$ cat config.mk
export PLATFORM = sky130hd
export DESIGN_NAME = vva_sqrt
export DESIGN_NICKNAME = d
export VERILOG_FILES = /design/src/vva_sqrt.sv
export SDC_FILE = /design/constraint.sdc
export NUM_CORES = 2
export LEC_CHECK = 0
export BUFFER_PORTS_ARGS = -buffer_cell sky130_fd_sc_hd__buf_2
export CAP_MARGIN = 20
export CORE_AREA = 3 3 767 540
export DETAILED_ROUTE_END_ITERATION = 16
export DIE_AREA = 0 0 770 543
export GPL_TIMING_DRIVEN = 0
export HOLD_SLACK_MARGIN = 0.05
export PLACE_DENSITY = 0.38
export SLEW_MARGIN = 40
export SYNTH_ARGS = -nofsm -noshare
export SYNTH_HDL_FRONTEND = slang
export SYNTH_MEMORY_MAX_BITS = 65536
export SYNTH_SLANG_ARGS = --single-unit
export TNS_END_PERCENT = 20
$ cat constraint.sdc
create_clock -name clock -period 4.55 [get_ports clock]
set_clock_uncertainty 0.15 [all_clocks]
set_input_delay 0.91 -clock clock [delete_from_list [all_inputs] [get_ports clock]]
set_output_delay 0.91 -clock clock [all_outputs]
set_load 0.02 [all_outputs]
$ cat src/vva_sqrt.sv
// ----------------------------------------------------------------------------
// vva_sqrt: pipelined integer square root
// one root bit per stage, floor result, sideband travels alongside
// ----------------------------------------------------------------------------
module vva_sqrt #(
   parameter int ROOT_W = 33,
   parameter int SIDE_W = 8
) (
   input  logic                  clock,
   input  logic                  reset,
   input  logic                  in_valid,
   input  logic [2*ROOT_W-1:0]   in_rad,
   input  logic [SIDE_W-1:0]     in_side,
   output logic                  out_valid,
   output logic [ROOT_W-1:0]     out_root,
   output logic [SIDE_W-1:0]     out_side
);

   localparam int N = ROOT_W;

   logic [N-1:0]        vld_ff, vld_in;
   logic [2*N-1:0]      rad_ff  [N];
   logic [2*N-1:0]      rad_in  [N];
   logic [N+1:0]        rem_ff  [N];
   logic [N+1:0]        rem_in  [N];
   logic [N-1:0]        root_ff [N];
   logic [N-1:0]        root_in [N];
   logic [SIDE_W-1:0]   side_ff [N];
   logic [SIDE_W-1:0]   side_in [N];

   always_comb begin
      logic [2*N-1:0]    src_rad;
      logic [N+1:0]      src_rem, remx, trial;
      logic [N-1:0]      src_root;
      logic              ge;
      for (int k = 0; k < N; k++) begin
         if (k == 0) begin
            vld_in[k]  = in_valid;
            src_rad    = in_rad;
            src_rem    = '0;
            src_root   = '0;
            side_in[k] = in_side;
         end else begin
            vld_in[k]  = vld_ff[k-1];
            src_rad    = rad_ff[k-1];
            src_rem    = rem_ff[k-1];
            src_root   = root_ff[k-1];
            side_in[k] = side_ff[k-1];
         end
         remx  = {src_rem[N-1:0], src_rad[2*N-1 -: 2]};
         trial = {src_root, 2'b01};
         ge    = (remx >= trial);
         rem_in[k]  = ge ? (remx - trial) : remx;
         root_in[k] = {src_root[N-2:0], ge};
         rad_in[k]  = src_rad << 2;
      end
   end

   always_ff @(posedge clock) begin
      if (reset) begin
         vld_ff <= '0;
      end else begin
         vld_ff <= vld_in;
      end
   end

   always_ff @(posedge clock) begin
      for (int k = 0; k < N; k++) begin
         rad_ff[k]  <= rad_in[k];
         rem_ff[k]  <= rem_in[k];
         root_ff[k] <= root_in[k];
         side_ff[k] <= side_in[k];
      end
   end

   assign out_valid = vld_ff[N-1];
   assign out_root  = root_ff[N-1];
   assign out_side  = side_ff[N-1];

endmodule

==> results.md <==
* FFs w/ async S/R, synth at 0
* Commonest cells post-synth: dfxtp_1 (2921), inv_1 (757), nand2_1 (664), ha_1 (595), nor2_1 (538)
* DR WL/cell at 15.8 um
* Initial antenna violation count at 22
* Wire length of the first global-routing pass at 391000 um
* Clk_lat worst skew at 0.93 ns
* H-tree levels at 5
* Starting Density at 0.250
* Avg Cell Area, Syn at 10.5 um^2
* Number of global-route vias before repair at around 67000
* Net count after synthesis at 10377
* CP Class: flop to flop
* Post-route antenna net violation count at 0
* #FFs+latches synth at 2921
* Setup TNS at 0 ns
* I/O Buffers at 118
* Root Buffer: clkbuf_16
* CTS Buffer Depth at 4
* Die ar. at 0.418 mm^2
* Worst Hold Path Cells at 0
* Core area at 0.407 mm^2
* Status: completed
* Total gr overflow at 0
* Synth-to-layout area growth at 18.7%
* Synth top area cells: dfxtp_1 (58%), ha_1 (7.3%), xor2_1 (3.7%)
* FF-to-FF path depth at 13
* Final min period at 4.44 ns
* GRT Util Overall at 0.118
* Final max-slew violation count at 0
* Warnings from Yosys at 0
* Post-route setup slack at 0.111 ns
* Final HPWL DP at ~190000 um
* Proportion of layout cells with a drive suffix above 1 at 0.0857
* CTS sink cnt at around 2900
* Final Hold Viols at 0
* Critical path peak fanout at 10
* Max IR drop VDD at 0.276 mV
* Drt pass-1 iters at 5
* Routability Congestion at 0.839
* Via/cell ratio at roughly 4.3
* Type of destination of the critical path: flop
* Leak pwr at 54.9 nW
* Worst-margin pin slew at between 0.9 and 1 ns
* Non-filler cells, final at 15913
* Crit path DAT at ~5 ns
* Pre-CTS WS at -0.860 ns
* Power Density at ~570 mW/mm^2
* DP Cell Count at 15270
* Largest net degree at the start of global routing at 16
* Most common cell in the netlist: dfxtp_1
* Die Y at roughly 540 um
* Die width at between 700 and 800 um
* CTS tree: built
* Post-synth top area share at 0.575
* Nets at 10886
* Post-Synthesis Cells at 9705
* Final period util at 0.976
* I/O pins at 119
* DR iter-0 viols at 4832
* Critical path required time at 5.19 ns
* Most area-hungry cell type in the Yosys netlist: dfxtp_1
* Row count at 196
* Main synth FF type: dfxtp_1
* Register area share after synthesis at 0.575
* Max_slew headroom at 0.384
* Hold_ws at 0.153 ns
* Synthesized cell area at 0.102 mm^2
* Netlist cell types at 95
* Crit path launch type: flop
* Post-route DRC at 0
* Number of max-cap violations at 0
* Routed via count at 68090
* RSZ-0062 raised after global routing: yes
* Filler instances at 42094
* Drt total wl at 252000 um
* Hold crit path type: flop to flop
* Max frequency at 225 MHz
* Endpoints failing setup at 0
* Final core utilization at 0.296
* Number of synthesized flops with an enable pin at 0
* Clk slew on worst S/H paths at roughly 0.060 ns
* Total CTS buffers at 307
[per-layer routing]
| metal | up-vias | GRT usage | share of wire | wire [um] |
|---|---|---|---|---|
| met2 | 1573 | 0.163 | 0.38 | 96500 |
| met5 | - | 0 | 0 | 0 |
| met3 | 369 | 0.0229 | 0.065 | 16400 |
| met1 | 32034 | 0.183 | 0.53 | 134000 |
| met4 | 0 | 0.0304 | 0.022 | 5510 |
| li1 | 34114 | - | - | - |
[worst max-delay path, cell delays in order, from the launching register on]
cell,delay [ns]
dfxtp_1,0.34
inv_1,0.05
ha_1,0.34
o21a_1,0.14
o31a_1,0.29
o41ai_2,0.47
o31a_1,0.44
o211ai_1,0.30
a31o_2,0.35
a211o_1,0.35
a41oi_4,0.24
buf_12,0.18
clkbuf_4,0.28
mux2_2,0.37
[area by class of cell]
type | count | area, um^2 | share of cell area
Clock buffer | 426 | 8700 | 0.0721
Tap cell | 5445 | 6810 | 0.0565
Multi-Input combinational cell | 5805 | 39600 | 0.328
Inverter | 763 | 2870 | 0.0238
Sequential cell | 2921 | 58500 | 0.485
Timing Repair Buffer | 201 | 1420 | 0.0117
Clock inverter | 125 | 1730 | 0.0144
Buffer | 215 | 1030 | 0.00854
Antenna cell | 12 | 30.0 | 0.000249
[registers in the layout, indices dropped and copies added, names as in the netlist]
name / cells
vld_ff: 33
side_ff: 264
rem_ff: 1007
root_ff: 561
rad_ff: 1056
[through the flow]
stage	area, um^2	power (mW)
after CTS	120000	70.4
after detailed placement	109000	44.0
after global placement	109000	44.0
after global routing	121000	73.3
final	121000	69.1
after floorplan	102000	39.8
[report_power, final]
part / switching [mW] / internal, mW
registers: 2.98 / 29.5
logic: 6.50 / 4.60
clock network: 10.6 / 15.0
total: 20.0 / 49.1
[timing repair]
action / 4_1_cts / 5_1_grt
gates resized for setup: 25 / 38
hold buffers: 78 / 0
pin swaps: 1 / 2
endpoints found under the hold margin: 78 / 0
endpoints found under the setup margin: 174 / 210
setup buffers: 0 / 3
[worst paths after layout]
check | endpoint | slack, ns | start
max reg2reg | rem_ff[0][1094]$_DFF_P_ | 0.11 | root_ff[0][990]$_DFF_P_
max | rem_ff[0][1094]$_DFF_P_ | 0.11 | root_ff[0][990]$_DFF_P_
min | rad_ff[0][500]$_DFF_P_ | 0.15 | rad_ff[0][434]$_DFF_P_
min reg2reg | rad_ff[0][500]$_DFF_P_ | 0.15 | rad_ff[0][434]$_DFF_P_
[cells in the final DEF (no fill, tap or decap), drive strengths merged, types with 16 or more instances in the layout]
| cell type | netlist | routed |
|---|---|---|
| nand2b | 116 | 116 |
| o21ai | 514 | 514 |
| o31ai | 75 | 75 |
| a2111oi | 19 | 19 |
| mux2 | 75 | 75 |
| bufinv | 0 | 25 |
| or3 | 86 | 86 |
| and2 | 37 | 37 |
| or4 | 59 | 59 |
| o41ai | 23 | 23 |
| nand3b | 16 | 16 |
| or2 | 54 | 54 |
| a31oi | 51 | 51 |
| nor2 | 538 | 538 |
| and3 | 64 | 64 |
| a211oi | 36 | 36 |
| o21bai | 55 | 55 |
| a21o | 250 | 250 |
| ha | 595 | 595 |
| inv | 760 | 780 |
| clkinv | 3 | 62 |
| nor2b | 124 | 124 |
| clkbuf | 155 | 580 |
| nor3 | 223 | 223 |
| dlygate4sd3 | 0 | 78 |
| a211o | 16 | 16 |
| a21boi | 20 | 20 |
| nand3 | 148 | 148 |
| dfxtp | 2921 | 2921 |
| nand2 | 664 | 664 |
| clkinvlp | 0 | 21 |
| nor4 | 126 | 126 |
| o211ai | 26 | 26 |
| buf | 61 | 184 |
| a21oi | 535 | 535 |
| a31o | 17 | 17 |
| xnor2 | 395 | 395 |
| nand4 | 100 | 100 |
| o21a | 108 | 108 |
| xor2 | 429 | 429 |
[cell families (layout without fill, tap and decap cells)]
logic type,after synthesis,after routing,share of synthesized area
AO/OA/AOI/OAI,1882,1882,0.116
adder cells (fa/ha/maj),595,595,0.0732
AND/OR/NAND/NOR,2416,2416,0.117
XOR/XNOR,824,824,0.0710
flip-flops,2921,2921,0.575
other,1,13,0.0000369
buffers and inverters,979,1730,0.0379
multiplexers,87,87,0.00949
(Power assumes the default switching activity.)
